===== config.mk =====
export PLATFORM = sky130hd
export DESIGN_NAME = bfa_ram
export DESIGN_NICKNAME = d
export VERILOG_FILES = /design/src/rtl/bfa_ram.sv
export SDC_FILE = /design/constraint.sdc
export NUM_CORES = 1
export LEC_CHECK = 0
export BUFFER_PORTS_ARGS = -buffer_cell sky130_fd_sc_hd__clkbuf_2
export CAP_MARGIN = 20
export CORE_ASPECT_RATIO = 2
export CORE_MARGIN = 1.5
export CORE_UTILIZATION = 54
export DETAILED_ROUTE_END_ITERATION = 8
export HOLD_SLACK_MARGIN = 0.06
export PLACE_DENSITY = 0.82
export SLEW_MARGIN = 20
export SYNTH_ARGS = -nofsm -noshare
export SYNTH_HDL_FRONTEND = slang
export SYNTH_SLANG_ARGS = --single-unit

===== constraint.sdc =====
create_clock -name clk -period 1.9 [get_ports clk]
set_clock_uncertainty 0.15 [all_clocks]
set_input_delay 0.285 -clock clk [delete_from_list [all_inputs] [get_ports clk]]
set_output_delay 0.285 -clock clk [all_outputs]
set_load 0.02 [all_outputs]

===== src/rtl/bfa_ram.sv =====
`timescale 1ns / 1ps
// Generic simple dual-port RAM: one write port, one read port, registered read.
// Standalone; no package needed.
module bfa_ram #(
	parameter int WIDTH = 8,
	parameter int DEPTH = 16
) (
	input  logic                                   clk,
	input  logic                                   wr_en,
	input  logic [((DEPTH > 1) ? $clog2(DEPTH) : 1)-1:0] wr_addr,
	input  logic [WIDTH-1:0]                       wr_data,
	input  logic                                   rd_en,
	input  logic [((DEPTH > 1) ? $clog2(DEPTH) : 1)-1:0] rd_addr,
	output logic [WIDTH-1:0]                       rd_data
);

	logic [WIDTH-1:0] mem_q [DEPTH];

	// Write port
	always_ff @(posedge clk) begin
		if (wr_en) begin
			mem_q[wr_addr] <= wr_data;
		end
	end

	// Registered read port
	always_ff @(posedge clk) begin
		if (rd_en) begin
			rd_data <= mem_q[rd_addr];
		end
	end

endmodule


### Yosys cells after proc, flatten, opt, wreduce, memory -nomap -nowiden

Memories as Yosys holds them, arrays and structs flattened. A register that Yosys moved wholly into a read port is not among the register bits.
Cells that the tools add are included.

| cells by class | value |
|---|---|
| muxes and demuxes | 2 |

Operators with widths:

| kind | number |
|---|---|
| 2-to-1 mux 1 bit | 2 |

| word-level totals | value |
|---|---|
| RAM bits | 128 |
| word-level logic and storage cells | 3 |
| output and inout port bits | 8 |
| input bits | 19 |
| memories kept | 1 |
| register bits | 0 |

Memory list:

| memory | depth | width | read ports | clocked after memory_dff | wr ports | RTL line | source |
|---|---|---|---|---|---|---|---|
| mem_q | 16 | 8 | 1 | 1 | 1 | 17 | `logic [WIDTH-1:0] mem_q [DEPTH];` |

### Longest topological paths before layout

| logic depth | value |
|---|---|
| word-level depth | 2 |
| gate-level depth with buffers | 5 |
| gate-level depth less buffers | 3 |

### Worst setup path after synthesis

No wires, ideal clock.

| timing | value |
|---|---|
| path type | input port to flip-flop |
| start | in wr_addr[2] (netlist name) |
| end | mem mem_q[0][0], enable pin |
| slack | -0.028 ns |
| stages | 2 |
| arrival time | 1.395 ns |
| buffers on the path | 0 |
| cells stage by stage | or3b_2 nor3_1 |

RTL lines:

| item | RTL line | source |
|---|---|---|
| start, declared | 10 | `input logic [((DEPTH > 1) ? $clog2(DEPTH) : 1)-1:0] wr_addr,` |
| end, declared | 17 |  |

Straight into the memory's write port.

==> impl_metrics.ini <==
[status]
status = completed

[grt]
grt_max_degree = 33
overflow = 0
grt_pass1_wl_um = 15150
grt_pass1_vias = 2656
antenna_found_initial = 0
grt_use_total_pct = 21.84

[hold_path]
hold_path.class = input port to flip-flop
hold_depth = 1

[logic_synthesis]
ys_seq_area_share_pct = 78.12
ys_types = 18
ys.warnings.count = 0
synth_nets = 248
syn_inst = 229
synth.avg_cell_area_um2 = 22.83
syn_area_um2 = 5228
ys_ff_latch = 136

[worst_setup_path]
r2r_cells = 3
slowest_delay_ns = 0.53
setup.worst_path.start_class = flip-flop
critPathMaxFanout = 1
worstPathCellList = mux4_2 -> a22oi_1 -> nand2_1
critPathRequiredTime_ns = 1.91
crit_path_top_delay_cell = mux4_2
setup.worst_path.class = flip-flop to flip-flop
critPathArrivalTime_ns = 1.68
critPathCaptureType = flip-flop

[layout]
fill_cells = 581
mostFrequentLayoutCell = edfxtp_1
final_area_um2 = 6237
layout.nets = 308
syn2layout_area_growth_pct = 19.32
num_antenna_cells = 0
drive_above_1_share_pct = 33.00
final_cell_mix = edfxtp_1, clkbuf_2, buf_4, mux4_2, clkbuf_16

[clock_network]
clk_pin_slew_ns = 0.06
htree_levels = 4
cts_made_buffers = 17
tritoncts = yes
root_buffer = clkbuf_16
clock_path_buffers = 2
ctsResizeCount = 0
clk_latency_ns = 0.41
cts-hold-fix-buffers = 0
cts_num_sinks = 136
post-cts-setup-buffers = 0

[routing]
first_pass_iters = 5
ant_nets = 0
wl_per_cell_um = 24.78
drc_errors = 0
finalWirelength_um = 10010
vias = 2505
avgViaCountPerCell = 6.200
drtIter0Drc = 199

[pwr]
p_per_area_nw_per_um2 = 1133
max-vdd-ir-drop_mv = 0.9337
fin_total_pwr_w = 0.007064
cellLeakagePower_nw = 2.144

[floorplan]
die_w_um = 72.57
core_um2 = 9384
start_util_pct = 55.71
die_area_um2 = 10320
io_pins = 27
fp.dieH_um = 142.1
rows = 50

[placement]
place_congestion = 0.7987
io_buffers = 26
post-dp-hpwl_um = 6326
placed_area_um2 = 5632
pre_cts_slack_ns = -0.01679

[timing]
slew_viol_final = 0
hold_violations = 0
clock.fmax_mhz = 599.6
setup_slack_ns = 0.2323
setup_viol = 0
rsz0062_at_grt = no
fin_crit_sh_pct = 87.77
slew_headroom_pct = 73.65
tightest_slew_ns = 0.3952
min_period_ns = 1.668

[run]
cap_violations = 0
==> registers in the layout, summed over array words and instances, names as in the netlist <==
register	cells
mem_q	128
rd_data	8
==> Yosys cell counts (all sizes together) <==
cell type      instances  share of area, %
edfxtp               136                78
nor2                  13              0.93
and2                   1              0.12
nand3b                 2              0.29
nand3                  1             0.096
mux4                  32                15
nor2b                  1              0.12
nand2                  9              0.65
or3b                   1              0.17
and2b                  1              0.14
a22oi                 16               2.3
buf                    7               1.1
clkdlybuf4s25          3              0.57
nor3                   4              0.38
nand2b                 2              0.24
==> per-stage QoR <==
| stage | hold WS, ns | setup TNS (ns) | utilization, % | cells |
|---|---|---|---|---|
| 3_3_place_gp | 0.5172 | -0.02114 | 60.01 | 374 |
| 6_report | 0.09975 | 0 | 66.47 | 404 |
| 5_1_grt | 0.1052 | 0 | 66.47 | 404 |
| 4_1_cts | 0.1012 | 0 | 66.47 | 404 |
| 2_1_floorplan | 0.2339 | 0 | - | 229 |
| 3_5_place_dp | 0.5362 | -0.03851 | 60.01 | 374 |
==> worst max-delay path: cells and delay by family (launching register included) <==
family	cells	cell delay (ns)
AOI/OAI and AO/OA	1	0.24
and+or+nand+nor	1	0.09
muxes	1	0.53
DFF	1	0.40
==> routing by layer <==
metal / wire length [um] / part of all wire, % / vias up / track usage, %
met2: 5859 / 59 / 91 / 38.10
li1: - / - / 1099 / -
met3: 382 / 3.8 / 15 / 6.799
met1: 3551 / 35 / 1300 / 24.06
met4: 219 / 2.2 / 0 / 9.335
met5: 0 / 0 / - / 0
==> final cells by class <==
| cell class | instances | area (um2) | area share [%] |
|---|---|---|---|
| multi-input combinational | 83 | 1062 | 17.03 |
| sequential | 136 | 4084 | 65.48 |
| clock buffer | 17 | 425.4 | 6.820 |
| tap | 104 | 130.1 | 2.086 |
| clock inverter | 13 | 180.2 | 2.889 |
| timing repair buffer | 51 | 355.3 | 5.697 |
==> logic make-up after synthesis <==
logic type             count (synthesis)  synth area share, %
AO/OA/AOI/OAI                         16                2.298
buffers and inverters                 10                1.651
flip-flops                           136                78.12
AND/OR/NAND/NOR                       35                3.136
multiplexers                          32                14.79
==> path summary, 6_finish.rpt <==
path           startpoint    endpoint  slack (ns)
max           mem_q[3][7]  rd_data[7]        0.23
min                 rd_en  rd_data[2]         0.1
max reg2reg   mem_q[3][7]  rd_data[7]        0.23
min reg2reg  mem_q[13][3]  rd_data[3]        0.60
==> power by group <==
group          internal (W)  total (W)  switching, W
logic              0.000140   0.000330      0.000190
clock network       0.00217    0.00333       0.00116
registers           0.00338    0.00340     0.0000180
Power figures use the tool's default switching activity.
