**src/rtl/bfa_pkg.sv**
```systemverilog
`timescale 1ns / 1ps
// Shared types, constants and sizing for the bitmap frame allocator.
// Used by every module of the block except bfa_ram; depends on nothing.
package bfa_pkg;

	// Map geometry
	localparam int MAP_BYTES   = 4096;
	localparam int PAGE_BYTES  = 4096;
	localparam int BYTE_BITS   = 8;
	localparam int WORD_BYTES  = 8;
	localparam int WORD_BITS   = WORD_BYTES * BYTE_BITS;
	localparam int BIT_W       = $clog2(WORD_BITS);
	localparam int FRAME_COUNT = MAP_BYTES * BYTE_BITS;
	localparam int MAP_WORDS   = (MAP_BYTES + WORD_BYTES - 1) / WORD_BYTES;
	localparam int ADDR_W      = (MAP_WORDS > 1) ? $clog2(MAP_WORDS) : 1;
	localparam int PAGE_SHIFT  = $clog2(PAGE_BYTES);

	// Field widths
	localparam int OP_W    = 3;
	localparam int FRAME_W = 15;
	localparam int WIDX_W  = FRAME_W - BIT_W;
	localparam int FADDR_W = 27;
	localparam int IN_W    = 32;
	localparam int OUT_W   = 32;

	// Frames of the last word that lie inside the map
	localparam logic [WORD_BITS-1:0] TAIL_MASK =
		{WORD_BITS{1'b1}} >> (MAP_WORDS * WORD_BITS - FRAME_COUNT);

	typedef enum logic [OP_W-1:0] {
		OP_ALLOC  = 3'd0,
		OP_FREE   = 3'd1,
		OP_QUERY  = 3'd2,
		OP_MARK   = 3'd3,
		OP_UNMARK = 3'd4
	} op_t;

	typedef enum logic [1:0] {
		ST_CLEAR,
		ST_IDLE,
		ST_RUN,
		ST_DONE
	} bfa_state_t;

	// Bit range to touch in one map word
	typedef struct packed {
		logic [BIT_W-1:0] lo_bit;
		logic [BIT_W-1:0] hi_bit;
		logic             tail_word;
		logic             set_bits;
	} wmod_t;

	// Word datapath results
	typedef struct packed {
		logic [WORD_BITS-1:0] mod_data;
		logic [WORD_BITS-1:0] alloc_data;
		logic                 zero_found;
		logic [BIT_W-1:0]     zero_pos;
	} wres_t;

endpackage

```
**src/rtl/bfa_word.sv**
```systemverilog
`timescale 1ns / 1ps
// Word datapath: range mask set/clear and lowest-free-frame search on one map word.
// Depends on bfa_pkg.
module bfa_word import bfa_pkg::*; (
	input  logic [WORD_BITS-1:0] rd_data,
	input  wmod_t                wmod,
	output wres_t                wres
);

	logic [WORD_BITS-1:0] lo_mask;
	logic [WORD_BITS-1:0] hi_mask;
	logic [WORD_BITS-1:0] mask;
	logic                 found;
	logic [BIT_W-1:0]     pos;

	// Build mask of bits lo_bit..hi_bit, clipped to the map on the tail word
	always_comb begin
		lo_mask = {WORD_BITS{1'b1}} << wmod.lo_bit;
		hi_mask = {WORD_BITS{1'b1}} >> (BIT_W'(WORD_BITS - 1) - wmod.hi_bit);
		mask    = lo_mask & hi_mask;
		if (wmod.tail_word) begin
			mask = mask & TAIL_MASK;
		end
	end

	// Find the lowest clear bit; lowest byte first, then lowest bit in it
	always_comb begin
		found = 1'b0;
		pos   = '0;
		for (int i = WORD_BITS - 1; i >= 0; i--) begin
			if (!rd_data[i]) begin
				found = 1'b1;
				pos   = BIT_W'(i);
			end
		end
	end

	always_comb begin
		wres.mod_data   = wmod.set_bits ? (rd_data | mask) : (rd_data & ~mask);
		wres.alloc_data = rd_data | ({{(WORD_BITS-1){1'b0}}, 1'b1} << pos);
		wres.zero_found = found;
		wres.zero_pos   = pos;
	end

endmodule

```
**config.mk**
```make
export PLATFORM = sky130hd
export DESIGN_NAME = bfa_word
export DESIGN_NICKNAME = d
export VERILOG_FILES = /design/src/rtl/bfa_pkg.sv /design/src/rtl/bfa_word.sv
export SDC_FILE = /design/constraint.sdc
export NUM_CORES = 1
export LEC_CHECK = 0
export BUFFER_PORTS_ARGS = -buffer_cell sky130_fd_sc_hd__buf_2
export CORE_ASPECT_RATIO = 0.9
export CORE_MARGIN = 2
export CORE_UTILIZATION = 35
export DETAILED_ROUTE_END_ITERATION = 8
export GPL_ROUTABILITY_DRIVEN = 0
export PLACE_DENSITY = 0.76
export SYNTH_ARGS = -nofsm -noshare
export SYNTH_HDL_FRONTEND = slang
export SYNTH_SLANG_ARGS = --single-unit
```
**constraint.sdc**
```tcl
create_clock -name vclk -period 4.75
set_input_delay 0.7125 -clock vclk [all_inputs]
set_output_delay 0.7125 -clock vclk [all_outputs]
set_load 0.02 [all_outputs]
```
# Word-level counts from Yosys, hierarchy flattened
# Index checks and enable logic that the tools add are counted.
# W data, S select, Z words.
# totals
word_cells	138
latchBits	0
inputBits	78
output_inout_bits	135
mem_count	0
rom_bits	0
ramBits	0
register_bits	0
# classes
eq_ne	0
bitwise	5
magnitude_cmp	0
n_reduce_logical	0
n_shift	3
muxes	129
n_mul	0
n_div	0
addsub	1
# ops
cell	count
$mux W6	64
$and A64 B64 Y64	2
$or A64 B64 Y64	2
$mux W1	64
$mux W64	1
$not A64 Y64	1
$shl A1 B6 Y64 const A	1
$shl A64 B6 Y64 const A	1
$shr A64 B6 Y64 const A	1
$sub A6 B6 Y6 const A	1

# Longest topological paths before layout
# depth
depth_word	66
ltp_mapped	9
mapped_depth_nobuf	7

# Worst setup path after synthesis
# No wires, ideal clock.
# synth_path
path_type	in2out
startpoint	in rd_data[18]
endpoint	out wres[61] (netlist name)
arrival_time_ps	2801
stages	7
path_slack_ps	1236
required_ps	4038
path_buffers	1
cell_sequence	nor2b_1 -> o21ai_0 -> or4b_4 -> nor4_4 -> a21oi_2 -> buf_4 -> o41ai_1
# synth_rtl
element	line_no	rtl
start: declaration	bfa_word.sv:5	input logic [WORD_BITS-1:0] rd_data,
end: declaration	bfa_word.sv:7	output wres_t wres

==> impl_metrics.ini <==
[setup_path]
arrival_ns = 3.40
cp-endpoint = wres[51]
start_kind = input port
path_max_fanout = 26
worstSetupStartpoint = rd_data[9]
crit_type = in2out
end_kind = output pin
worstPathRequired_ns = 4.04

[power_and_ir_drop]
pwr-share-clk_pct = 0
switching_share_pct = 67.0
max-vdd-ir-drop_uv = 50.1
power_density_nw_per_um2 = 110
pwr-share-comb_pct = 100.0
seqPwrFrac_pct = 0
p_leak_nw = 2.09
power.internal_w = 0.000166
power_switching_w = 0.000337

[final_layout]
stdcell_area_um2 = 4580
final_util_pct = 46.8
nets = 791
clockBufferCount = 0
syn2layout_area_growth_pct = 28.4
sequential_cell_total = 0
seqCellArea_um2 = 0
drive_gt1_share_pct = 41.5
num_antenna_cells = 0
fin_cells = 837

[drt]
avgViaCountPerCell = 6.48
drtAntennaViolNets = 0
vias = 5426
detail_route.first_pass.iterations = 6
drtIter0Drc = 719
wl_um = 18500
post-route-drc-count = 0
wire_per_inst_um = 22.1

[hold_path]
hold_depth = 3
hp-class = in2out
hold_path.startpoint = rd_data[31]

[timing]
tightest_slew_ns = 0.921
post-route-period-util_pct = 86.5
rsz0062_at_grt = no
final.setup.tns_ns = 0
setup_viol = 0
setup_ws_ns = 0.640
max-slew-margin-rel_pct = 38.6
min_period_ns = 4.11
fmax_mhz = 243
finalHoldViolations = 0
slew_viol_final = 0

[floorplan]
die_x_um = 110
coreArea_um2 = 9780
num_rows = 34
dieArea_um2 = 11000
pin_count = 213
start_util_pct = 36.4
die_h_um = 99.8

[placed_design]
place_inst = 837
place_area_um2 = 4580
dp_slack_ns = 0.692
io_buffers = 211
dp_hpwl_um = 14600

[global_route]
first_global_vias = 4958
grt_max_degree = 65
antenna_found_initial = 1
grt_pass1_wl_um = 27400
gr-total-overflow = 0
grt_usage_pct = 31.7

[synth]
synth_top_area_share_pct = 16.4
synth_area_um2 = 3570
syn_inst = 547
ys_seq_area_share_pct = 0
avgSynthCellArea_um2 = 6.52
synth.area.top_cells = mux2_2 16%, a41o_1 9.5%, nand2_1 6.0%
yosysUniqueCellTypes = 61
synthTopCellsByCount = 57 x nand2_1, 52 x mux2_2, 36 x nor2_1
synth.largest_area_cell = mux2_2
yosysWarnings = 0
yosysMostFrequentCell = nand2_1
synth_nets = 625

[run_status]
status = finished clean

[job]
maxCapViolations = 0

[cts]
cts_hold_buf = 0
post_cts_buffers = 0
cts-resized-gates = 0
## worst max-delay path, cell delays in order
cell and delay [ns]:
buf_2 0.15, nand2b_1 0.12, a21oi_1 0.07, or4b_4 0.58, nor4_4 0.31, a21bo_2 0.51
inv_2 0.36, o41ai_4 0.35, buf_2 0.21
## power groups by stage
stage | Sequential, W | Combinational, W | Clock (W)
after floorplan | 0 | 0.000308 | 0
after global placement | 0 | 0.000491 | 0
after detailed placement | 0 | 0.000492 | 0
after CTS | 0 | 0.000494 | 0
after global routing | 0 | 0.000536 | 0
final | 0 | 0.000503 | 0
## area by class of cell
cell class,instances,area [µm²]
fillers,1077,5200
multi-input cells,462,3210
repair buffers,214,1080
well taps,126,158
inverters,35,131
## layout by cell type, fill, tap and decap left out, types with 10 or more instances in the layout
cell type / instances
nand4_1: 22
mux2_2: 52
nor2_1: 36
nand2_1: 57
inv_1: 33
a41o_1: 34
o31ai_1: 14
nor3_1: 22
buf_2: 211
nand3_1: 24
a21oi_1: 23
o41ai_1: 11
a211oi_1: 16
nor2b_1: 10
o21ai_0: 34
## through the flow
| stage | hold slack [ns] | total power (W) |
|---|---|---|
| after global placement | 1.81 | 0.000491 |
| final | 1.81 | 0.000503 |
| after detailed placement | 1.81 | 0.000492 |
| after floorplan | 1.55 | 0.000308 |
| after global routing | 1.83 | 0.000536 |
| after CTS | 1.81 | 0.000494 |
## kinds of logic (layout without fill, tap and decap cells)
family | after synthesis | in the layout | share of synthesized area [%]
compound gates | 195 | 195 | 42.6
buf+inv | 85 | 249 | 9.93
other cells | 1 | 1 | 0.105
mux | 52 | 52 | 16.4
simple gates | 214 | 214 | 30.9
## how the worst min path moves through the flow
| stage | slack (ns) | end |
|---|---|---|
| after floorplan | 1.55 | wres[19] |
| after global placement | 1.81 | wres[29] |
| after detailed placement | 1.81 | wres[62] |
| after CTS | 1.81 | wres[62] |
| after global routing | 1.83 | wres[44] |
| final | 1.81 | wres[38] |
## layer usage
layer / wire (µm) / GRT usage (%) / vias to the layer above / share of wire (%)
met1: 7500 / 43.2 / 2464 / 41
li1: - / - / 2484 / -
met2: 7990 / 48.9 / 417 / 43
met5: 12 / 0 / - / 0.065
met3: 2260 / 6.16 / 59 / 12
met4: 711 / 12.0 / 2 / 3.8
Power figures use the tool's default switching activity.
