### src/rtl/bfa_pkg.sv
`timescale 1ns / 1ps
// Shared types, constants and sizing for the bitmap frame allocator.
// Used by every module of the block except bfa_ram; depends on nothing.
package bfa_pkg;

	// Map geometry
	localparam int MAP_BYTES   = 4096;
	localparam int PAGE_BYTES  = 4096;
	localparam int BYTE_BITS   = 8;
	localparam int WORD_BYTES  = 8;
	localparam int WORD_BITS   = WORD_BYTES * BYTE_BITS;
	localparam int BIT_W       = $clog2(WORD_BITS);
	localparam int FRAME_COUNT = MAP_BYTES * BYTE_BITS;
	localparam int MAP_WORDS   = (MAP_BYTES + WORD_BYTES - 1) / WORD_BYTES;
	localparam int ADDR_W      = (MAP_WORDS > 1) ? $clog2(MAP_WORDS) : 1;
	localparam int PAGE_SHIFT  = $clog2(PAGE_BYTES);

	// Field widths
	localparam int OP_W    = 3;
	localparam int FRAME_W = 15;
	localparam int WIDX_W  = FRAME_W - BIT_W;
	localparam int FADDR_W = 27;
	localparam int IN_W    = 32;
	localparam int OUT_W   = 32;

	// Frames of the last word that lie inside the map
	localparam logic [WORD_BITS-1:0] TAIL_MASK =
		{WORD_BITS{1'b1}} >> (MAP_WORDS * WORD_BITS - FRAME_COUNT);

	typedef enum logic [OP_W-1:0] {
		OP_ALLOC  = 3'd0,
		OP_FREE   = 3'd1,
		OP_QUERY  = 3'd2,
		OP_MARK   = 3'd3,
		OP_UNMARK = 3'd4
	} op_t;

	typedef enum logic [1:0] {
		ST_CLEAR,
		ST_IDLE,
		ST_RUN,
		ST_DONE
	} bfa_state_t;

	// Bit range to touch in one map word
	typedef struct packed {
		logic [BIT_W-1:0] lo_bit;
		logic [BIT_W-1:0] hi_bit;
		logic             tail_word;
		logic             set_bits;
	} wmod_t;

	// Word datapath results
	typedef struct packed {
		logic [WORD_BITS-1:0] mod_data;
		logic [WORD_BITS-1:0] alloc_data;
		logic                 zero_found;
		logic [BIT_W-1:0]     zero_pos;
	} wres_t;

endpackage

### src/rtl/bfa_seq.sv
`timescale 1ns / 1ps
// Request sequencer: decodes requests, walks map words through the RAM with a
// read-modify-write pipeline, keeps the free-word hint and the result register.
// Depends on bfa_pkg.
module bfa_seq import bfa_pkg::*; (
	input  logic                 clk,
	input  logic                 arst_n,
	// request stream
	input  logic                 s_tvalid,
	output logic                 s_tready,
	input  logic [IN_W-1:0]      s_tdata,
	input  logic [OP_W-1:0]      s_tuser,
	// result stream
	output logic                 m_tvalid,
	input  logic                 m_tready,
	output logic [OUT_W-1:0]     m_tdata,
	// map RAM
	output logic                 wr_en,
	output logic [ADDR_W-1:0]    wr_addr,
	output logic [WORD_BITS-1:0] wr_data,
	output logic                 rd_en,
	output logic [ADDR_W-1:0]    rd_addr,
	input  logic [WORD_BITS-1:0] rd_data,
	// word datapath
	output wmod_t                wmod,
	input  wres_t                wres
);

	localparam logic [ADDR_W-1:0] LAST_WORD = ADDR_W'(MAP_WORDS - 1);
	localparam logic [ADDR_W:0]   WORDS_END = (ADDR_W + 1)'(MAP_WORDS);

	bfa_state_t state_q, state_d;

	op_t                op_q, op_d;
	logic [BIT_W-1:0]   first_bit_q, first_bit_d;
	logic [BIT_W-1:0]   last_bit_q, last_bit_d;
	logic [ADDR_W-1:0]  start_q, start_d;
	logic [ADDR_W-1:0]  end_q, end_d;
	logic               clip_q, clip_d;
	logic [ADDR_W:0]    cur_q, cur_d;
	logic [ADDR_W:0]    hint_q, hint_d;
	logic               v_s1;
	logic [ADDR_W-1:0]  addr_s1;

	logic               res_status_q, res_status_d;
	logic [FADDR_W-1:0] res_addr_q, res_addr_d;
	logic               res_isalloc_q, res_isalloc_d;
	logic               out_valid_q, out_valid_d;
	logic [OUT_W-1:0]   out_data_q;
	logic               out_load;

	logic               issue;
	logic               finish;

	// Request fields
	op_t                in_op;
	logic [FRAME_W-1:0] in_first;
	logic [FRAME_W-1:0] in_last;
	logic [WIDX_W-1:0]  in_first_word;
	logic [WIDX_W-1:0]  in_last_word;
	logic               first_in_map;
	logic               last_in_map;
	logic [ADDR_W:0]    first_word_ext;

	logic [ADDR_W+BIT_W-1:0]            alloc_frame;
	logic [ADDR_W+BIT_W+PAGE_SHIFT-1:0] alloc_bytes;

	assign in_op          = op_t'(s_tuser);
	assign in_first       = s_tdata[FRAME_W-1:0];
	assign in_last        = s_tdata[2*FRAME_W-1:FRAME_W];
	assign in_first_word  = in_first[FRAME_W-1:BIT_W];
	assign in_last_word   = in_last[FRAME_W-1:BIT_W];
	assign first_in_map   = 32'(in_first_word) < 32'(MAP_WORDS);
	assign last_in_map    = 32'(in_last_word) < 32'(MAP_WORDS);
	assign first_word_ext = (ADDR_W + 1)'(in_first_word);

	assign alloc_frame = {addr_s1, wres.zero_pos};
	assign alloc_bytes = {alloc_frame, {PAGE_SHIFT{1'b0}}};

	assign s_tready = (state_q == ST_IDLE);
	assign m_tvalid = out_valid_q;
	assign m_tdata  = out_data_q;

	// Word datapath controls for the word coming back from the RAM
	always_comb begin
		wmod.lo_bit    = (addr_s1 == start_q) ? first_bit_q : '0;
		wmod.hi_bit    = (addr_s1 == end_q && !clip_q) ? last_bit_q : BIT_W'(WORD_BITS - 1);
		wmod.tail_word = (addr_s1 == LAST_WORD);
		wmod.set_bits  = (op_q == OP_MARK);
	end

	// Next state, RAM access and result
	always_comb begin
		state_d       = state_q;
		op_d          = op_q;
		first_bit_d   = first_bit_q;
		last_bit_d    = last_bit_q;
		start_d       = start_q;
		end_d         = end_q;
		clip_d        = clip_q;
		cur_d         = cur_q;
		hint_d        = hint_q;
		res_status_d  = res_status_q;
		res_addr_d    = res_addr_q;
		res_isalloc_d = res_isalloc_q;
		out_valid_d   = out_valid_q && !m_tready;
		out_load      = 1'b0;
		wr_en         = 1'b0;
		wr_addr       = addr_s1;
		wr_data       = wres.mod_data;
		rd_en         = 1'b0;
		rd_addr       = cur_q[ADDR_W-1:0];
		issue         = 1'b0;
		finish        = 1'b0;

		unique case (state_q)
			ST_CLEAR: begin
				// Sweep the map to all allocated
				wr_en   = 1'b1;
				wr_addr = cur_q[ADDR_W-1:0];
				wr_data = {WORD_BITS{1'b1}};
				cur_d   = cur_q + 1'b1;
				if (cur_q[ADDR_W-1:0] == LAST_WORD) begin
					cur_d   = '0;
					state_d = ST_IDLE;
				end
			end

			ST_IDLE: begin
				if (s_tvalid) begin
					op_d          = in_op;
					first_bit_d   = in_first[BIT_W-1:0];
					last_bit_d    = in_last[BIT_W-1:0];
					start_d       = ADDR_W'(in_first_word);
					end_d         = ADDR_W'(in_first_word);
					clip_d        = 1'b0;
					cur_d         = (ADDR_W + 1)'(in_first_word);
					res_status_d  = 1'b0;
					res_addr_d    = '0;
					res_isalloc_d = 1'b0;
					state_d       = ST_DONE;
					unique case (in_op)
						OP_ALLOC: begin
							start_d = hint_q[ADDR_W-1:0];
							end_d   = LAST_WORD;
							cur_d   = hint_q;
							if (hint_q >= WORDS_END) begin
								res_status_d = 1'b1;
							end else begin
								state_d = ST_RUN;
							end
						end
						OP_FREE: begin
							last_bit_d = in_first[BIT_W-1:0];
							if (first_in_map) begin
								state_d = ST_RUN;
								if (first_word_ext < hint_q) begin
									hint_d = first_word_ext;
								end
							end
						end
						OP_QUERY: begin
							if (first_in_map) begin
								state_d = ST_RUN;
							end else begin
								res_isalloc_d = 1'b1;
							end
						end
						OP_MARK, OP_UNMARK: begin
							if (in_first <= in_last && first_in_map) begin
								state_d = ST_RUN;
								end_d   = last_in_map ? ADDR_W'(in_last_word) : LAST_WORD;
								clip_d  = !last_in_map;
								if (in_op == OP_UNMARK && first_word_ext < hint_q) begin
									hint_d = first_word_ext;
								end
							end
						end
						default: begin
						end
					endcase
				end
			end

			ST_RUN: begin
				// Process the word read in the previous cycle
				if (v_s1) begin
					unique case (op_q)
						OP_ALLOC: begin
							if (wres.zero_found) begin
								wr_en      = 1'b1;
								wr_data    = wres.alloc_data;
								res_addr_d = FADDR_W'(alloc_bytes);
								hint_d     = (ADDR_W + 1)'(addr_s1);
								finish     = 1'b1;
							end else if (addr_s1 == LAST_WORD) begin
								res_status_d = 1'b1;
								hint_d       = WORDS_END;
								finish       = 1'b1;
							end
						end
						OP_QUERY: begin
							res_isalloc_d = rd_data[first_bit_q];
							finish        = 1'b1;
						end
						default: begin
							wr_en  = 1'b1;
							finish = (addr_s1 == end_q);
						end
					endcase
				end
				// Issue the next word read unless done
				issue = !finish && (cur_q <= {1'b0, end_q});
				rd_en = issue;
				if (issue) begin
					cur_d = cur_q + 1'b1;
				end
				if (finish) begin
					state_d = ST_DONE;
				end
			end

			ST_DONE: begin
				// Hand the result to the output register once it is free
				if (!out_valid_q || m_tready) begin
					out_load    = 1'b1;
					out_valid_d = 1'b1;
					state_d     = ST_IDLE;
				end
			end

			default: begin
				state_d = ST_CLEAR;
			end
		endcase
	end

	// State register
	always_ff @(posedge clk or negedge arst_n) begin
		if (!arst_n) begin
			state_q     <= ST_CLEAR;
			cur_q       <= '0;
			hint_q      <= '0;
			v_s1        <= 1'b0;
			out_valid_q <= 1'b0;
		end else begin
			state_q     <= state_d;
			cur_q       <= cur_d;
			hint_q      <= hint_d;
			v_s1        <= issue;
			out_valid_q <= out_valid_d;
		end
	end

	// Request, pipeline and result payload
	always_ff @(posedge clk) begin
		op_q          <= op_d;
		first_bit_q   <= first_bit_d;
		last_bit_q    <= last_bit_d;
		start_q       <= start_d;
		end_q         <= end_d;
		clip_q        <= clip_d;
		addr_s1       <= cur_q[ADDR_W-1:0];
		res_status_q  <= res_status_d;
		res_addr_q    <= res_addr_d;
		res_isalloc_q <= res_isalloc_d;
		if (out_load) begin
			out_data_q <= OUT_W'({res_isalloc_q, res_addr_q, res_status_q});
		end
	end

	// Returned read data only exists while a request walks the map
	a_s1_in_run: assert property (@(posedge clk) disable iff (!arst_n)
		v_s1 |-> state_q == ST_RUN)
		else $error("read data returned outside a map walk");

	// Map writes only during the clearing sweep or a walk
	a_wr_state: assert property (@(posedge clk) disable iff (!arst_n)
		wr_en |-> (state_q == ST_CLEAR || state_q == ST_RUN))
		else $error("map write while idle or done");

	// Read and write never hit the same word in one cycle
	a_no_rw_clash: assert property (@(posedge clk) disable iff (!arst_n)
		(wr_en && rd_en) |-> (wr_addr != rd_addr))
		else $error("read and write of the same map word");

	// Hint stays within the map plus one
	a_hint_range: assert property (@(posedge clk) disable iff (!arst_n)
		hint_q <= WORDS_END)
		else $error("free-word hint out of range");

	// A new result only comes from the done state
	a_out_from_done: assert property (@(posedge clk) disable iff (!arst_n)
		out_load |-> state_q == ST_DONE)
		else $error("result loaded outside done state");

endmodule

### config.mk
export PLATFORM = sky130hd
export DESIGN_NAME = bfa_seq
export DESIGN_NICKNAME = d
export VERILOG_FILES = /design/src/rtl/bfa_pkg.sv /design/src/rtl/bfa_seq.sv
export SDC_FILE = /design/constraint.sdc
export NUM_CORES = 1
export LEC_CHECK = 0
export ABC_AREA = 1
export BUFFER_PORTS_ARGS = -buffer_cell sky130_fd_sc_hd__buf_4
export CORE_MARGIN = 10
export CORE_UTILIZATION = 40
export DETAILED_ROUTE_END_ITERATION = 8
export MAX_ROUTING_LAYER = met4
export PLACE_DENSITY = 0.69
export SETUP_SLACK_MARGIN = 0.2
export SLEW_MARGIN = 20
export SYNTH_ARGS = -nofsm -noshare
export SYNTH_HDL_FRONTEND = slang
export SYNTH_SLANG_ARGS = --single-unit
### constraint.sdc
create_clock -name clk -period 4.6 [get_ports clk]
set_input_delay 0.23 -clock clk [delete_from_list [all_inputs] [get_ports clk]]
set_output_delay 0.23 -clock clk [all_outputs]
set_load 0.005 [all_outputs]
# Word level (Yosys, flattened, before mapping)
# Index checks and enable logic that the tools add are counted.
[word_totals] reg_bits=124 word_cells=138 in_bits=238 out_inout_bits=132
[op_classes] order_cmp=5 n_addsub=1 reduce_logical=21 n_eq_ne=29 n_mux=67
[op_table] op="$mux 64" n=3
[op_table] op="$pmux 64 s2" n=1
[op_table] op="$mux 10" n=12
[op_table] op="$mux 27" n=4
[op_table] op="$pmux 27 s2" n=1
[op_table] op="$pmux 10 s2" n=2
[op_table] op="$pmux 10 s3" n=1
[op_table] op="$mux 9" n=3
[op_table] op="$mux 1" n=24
[op_table] op="$eq 9x9->1" n=2
[op_table] op="$eq 9x9->1 const B" n=2
[op_table] op="$mux 6" n=3
[op_table] op="$ne 2x2->1 const B" n=9
[op_table] op="$pmux 9 s2" n=1
[op_table] op="$le 15x15->1" n=1
[op_table] op="$eq 3x2->1 const B" n=4
[op_table] op="$ne 3x3->1 const B" n=4
[op_table] op="$add 10x1->10 const B" n=1
[op_table] op="$ge 10x10->1 const B" n=1
[op_table] op="$le 10x9->1" n=1
[op_table] op="$lt 9x10->1" n=1
[op_table] op="$pmux 1 s2" n=5
[op_table] op="$reduce_and 9->1" n=1
[op_table] op="$mux 2" n=4
[op_table] op="23 further kinds" n=32

# Logic depth before layout (Yosys ltp)
[depth] depth_word=10 depth_mapped=16 depth_no_buf=16

# Worst setup path before layout
# Ideal clock, no wire load.
[synth_path] path_type="register -> register" from="reg state_q[1]" to="reg res_addr_q[12] (enable)" arrival_time_ns=2.159 period_less_slack_ns=2.565 setup_slack_ns=2.035 stages_incl_launch_ff=9 path_cell_list="dfrtp_1 > inv_1 > ha_1 > buf_2 > inv_1 > nor2_1 > inv_1 > nand2_1 > nor3_1"
[synth_between] elab_chain_cells=3 elab_cells_between_ends=8 classes_between="6 x eq/ne; 2 x reduce/logical"
[synth_rtl] element="start, declared" line_no="bfa_seq.sv:32" source="bfa_state_t state_q, state_d;"
[synth_rtl] element="start signal, assigned" line_no="bfa_seq.sv:247" source="state_q <= state_d;"
[synth_rtl] element="$eq 2x1->1 (*)"
[synth_rtl] element="named net s_tready" line_no="bfa_seq.sv:10" source="output logic s_tready,"
[synth_rtl] element="$ne 2x2->1 (no source line) or $reduce_bool 2->1 (tied branches)"
[synth_rtl] element="$reduce_and 5->1 (no source line) (*)"
[synth_rtl] element="end signal, assigned" line_no="bfa_seq.sv:265" source="res_addr_q <= res_addr_d;"
[synth_rtl] element="end, declared" line_no="bfa_seq.sv:46" source="logic [FADDR_W-1:0] res_addr_q, res_addr_d;"
# Mark *: on every way through the listed nets, which the timed path passes. The rest lies on a longest branch.
# A chain may end at the register's enable or synchronous reset.

# Worst setup path in the final report
[layout_path] from="reg op_q[2]" to="out wr_data[43]"
[layout_between] elab_chain_cells=4
[layout_rtl] element="start, declared" line_no="bfa_seq.sv:34" source="op_t op_q, op_d;"
[layout_rtl] element="start signal, assigned" line_no="bfa_seq.sv:257" source="op_q <= op_d;"
[layout_rtl] element="$logic_not 3->1" line_no="bfa_seq.sv:188" source="unique case (op_q)"
[layout_rtl] element="$mux 64" line_no="bfa_seq.sv:188"
[layout_rtl] element="$mux 64" line_no="bfa_seq.sv:187" source="if (v_s1) begin"
[layout_rtl] element="$pmux 64 s2" line_no="bfa_seq.sv:116" source="unique case (state_q)"
[layout_rtl] element="end, declared" line_no="bfa_seq.sv:20" source="output logic [WORD_BITS-1:0] wr_data,"
# No other way between the ends.

==> flow_summary.toml <==
[critical_path]
crit_family = "simple AND/OR/NAND/NOR gates"
cp.buffers_inverters = 3
worstSetupEndpointType = "primary output"
critPathMaxStageDelay_ns = 0.62
cp_common_cell = "buf_4"
slowest_stage = "nor2_4"
r2r_setup_slack_ns = 1.80
arrival_ns = 2.82
crit_type = "flop to primary output"
rr_worst_depth = 10
path_cells = "or2_4 -> nor2_1 -> nand2_2 -> buf_4 -> nor2_4 -> buf_12 -> nand2_1 -> nand3_1 -> buf_4"
cp.required_ns = 4.37
critPathLaunchType = "flop"
crit-reg2reg-capture = "hint_q[8]"
rr_startpoint = "state_q[0]"
crit_fanout = 65

[floorplanning]
start_util_pct = 40.3
die_h_um = 157
core_area_um2 = 18600
die_area_um2 = 24600
die_x_um = 157
pin_count = 370
core.rowCount = 50

[clock_network]
cts_tree = "built"
root_buffer = "clkbuf_16"
clock_latency_ns = 0.36
cts.sinks = 100
clock_path_buffers = 2
clkTransAtPathRegs_ns = 0.07
cts-htree-levels = 3
cts_buffers = 9

[place]
place.gp.congestion = 0.926
dp_cells = 1599
port_buffers = 352
hpwl_mm = 24.5

[hold_path]
min_path_cells = 1
min_from = "s_tdata[0]"
hold_end = "first_bit_q[0]"
hp-class = "input pin to flop"

[global_routing]
grt_max_degree = 66
grt_pass1_wl_mm = 44.3
first_global_vias = 7702
grt_antenna_before_repair = 1
track_usage_pct = 23.8
grt_remaining_overflow = 0

[sta]
rsz0062_at_grt = "no"
finalHoldViolCount = 0
fmax_mhz = 327
fin_hold_ws_ns = 0.0614
finalCriticalPeriod_ns = 3.05
fin_skew_ns = 0.0134
slew_viol_final = 0
maxSlewHeadroom_pct = 35.1
tns_ns = 0
finalCritPeriodShare_pct = 66.4
finalSetupViolCount = 0
tightest_slew_ns = 0.973

[power]
swShare_pct = 42.6
power.share.clock_pct = 16.5
seqPwrFrac_pct = 33.5
p_int_uw = 2750
share_comb_of_total_power_pct = 50.0
p_per_area_nw_per_um2 = 458
leakagePower_uw = 0.00523
power_uw = 4790
irDropWorstVdd_v = 0.000243
p_sw_uw = 2040

[finish]
nFillCells = 1786
layout_common_cells = "buf_4 (359), nand2_1 (323), nand3_1 (152), o21ai_0 (112), inv_1 (111)"
multi_input_area_um2 = 3890
fin_nets = 1653
area_growth_pct = 39.4
layoutNonFillerInstCount = 1617
drive_gt1_share_pct = 29.0
regArea_um2 = 2790
layout_commonest_cell = "buf_4"

[routing]
wl_per_cell_um = 19.0
drc = 0
routed_wl_mm = 30.7
drtPass1Iterations = 7
ant_nets = 0
vias = 8320
via_per_inst = 5.15
first_iter_violations = 697

[logic_synthesis]
synth_top_family_by_area = "simple AND/OR/NAND/NOR gates"
yosys.area_share.simple_pct = 31.5
seq_area_frac_synth_pct = 37.3
synth-xor-area-share_pct = 1.05
syn_area_um2 = 7490
synth_compound_area_share_pct = 12.0
yosys_warnings = 0
synth-adder-area-share_pct = 6.34
avgSynthCellArea_um2 = 7.01
synth.distinct_cells = 39
syn_inst = 1069
ys_top_cells_by_area = "edfxtp_1 (27%), nand2_1 (16%), nand3_1 (10%)"
synth_top_area_share_pct = 26.8
synthMuxAreaShare_pct = 0
ys_seq_elements = 100
synth_top_cell_by_area = "edfxtp_1"

[flow_run]
drv_cap = 0

[run_status]
status = "complete, no violations"
[power groups by stage]
stage | logic (uW) | clock network [uW] | registers [uW]
after detailed placement | 2380 | 0 | 1620
after global routing | 2680 | 830 | 1640
after CTS | 2390 | 800 | 1600
after global placement | 2340 | 0 | 1610
final | 2400 | 788 | 1600
after floorplan | 1400 | 0 | 1530
[cell usage after synthesis (all sizes together)]
| cell type | count |
|---|---|
| a2111oi | 1 |
| a211oi | 1 |
| a21o | 1 |
| a21oi | 39 |
| a221oi | 1 |
| a31oi | 1 |
| buf | 51 |
| clkbuf | 27 |
| clkinv | 2 |
| conb | 1 |
| dfrtp | 24 |
| dfxtp | 9 |
| edfxtp | 67 |
| ha | 38 |
| inv | 115 |
| nand2 | 328 |
| nand3 | 153 |
| nand3b | 1 |
| nand4 | 7 |
| nor2 | 52 |
| nor3 | 8 |
| nor4 | 1 |
| o211ai | 7 |
| o21ai | 116 |
| o31ai | 1 |
| o32ai | 1 |
| or2 | 7 |
| xnor2 | 5 |
| xor2 | 4 |
[repair_timing]
action / in CTS / in global routing
resized for setup: 0 / 0
hold buffers: 1 / 0
buffers inserted: 0 / 0
hold endpoints to repair: 24 / 0
[logic make-up after synthesis]
family	after synthesis
simple gates	557
buf+inv	195
compound gates	169
flops	100
fa+ha+maj	38
xor+xnor	9
other cells	1
[layer usage]
layer  routed length, um  share of wire (%)  track usage [%]
met5                   0                  0                -
met1               12200                 40             27.9
met4                 806                2.6             8.49
met3                2400                7.8             5.13
met2               15300                 50             39.4
[cell type report]
cell class                 instances  share of cell area [%]
sequential                       100                    26.7
timing repair buffer             361                    26.1
multi-input combinational        788                    37.3
clock inverter                     6                   0.491
clock buffer                      10                    2.40
antenna                            1                  0.0240
inverter                         117                    4.20
tap                              234                    2.80
[registers in the layout, indices dropped and copies added, names as in the netlist, 6 cells and up]
register	cells
res_addr_q	15
start_q	9
m_tdata	17
end_q	9
hint_q	10
last_bit_q	6
addr_s1	9
first_bit_q	6
cur_q	10
[worst max path at each step]
stage                     startpoint  cells after the start        endpoint
after floorplan           state_q[1]                      8  res_addr_q[12]
after global placement    state_q[0]                      5  res_addr_q[15]
after detailed placement  state_q[0]                      5  res_addr_q[12]
after CTS                    op_q[2]                      9     wr_data[43]
after global routing         op_q[2]                      9     wr_data[43]
final                        op_q[2]                      9     wr_data[43]
[worst register-to-register path, stage by stage, from the launching register on]
cell	delay (ns)
dfrtp_1	0.41
inv_1	0.12
ha_1	0.45
inv_2	0.25
nor2_1	0.76
nand2_1	0.11
nand3_1	0.13
a21oi_2	0.11
nand2_2	0.25
nand2_1	0.08
nand2_1	0.07
[stage by stage]
stage | util, % | setup WS [ns] | cell area, um^2
2_1_floorplan | - | 2.04 | 7550
3_3_place_gp | 54.5 | 1.85 | 10100
3_5_place_dp | 54.5 | 1.76 | 10100
4_1_cts | 56.2 | 1.53 | 10400
5_1_grt | 56.2 | 1.34 | 10400
6_report | 56.2 | 1.55 | 10400
Power figures use the tool's default switching activity.
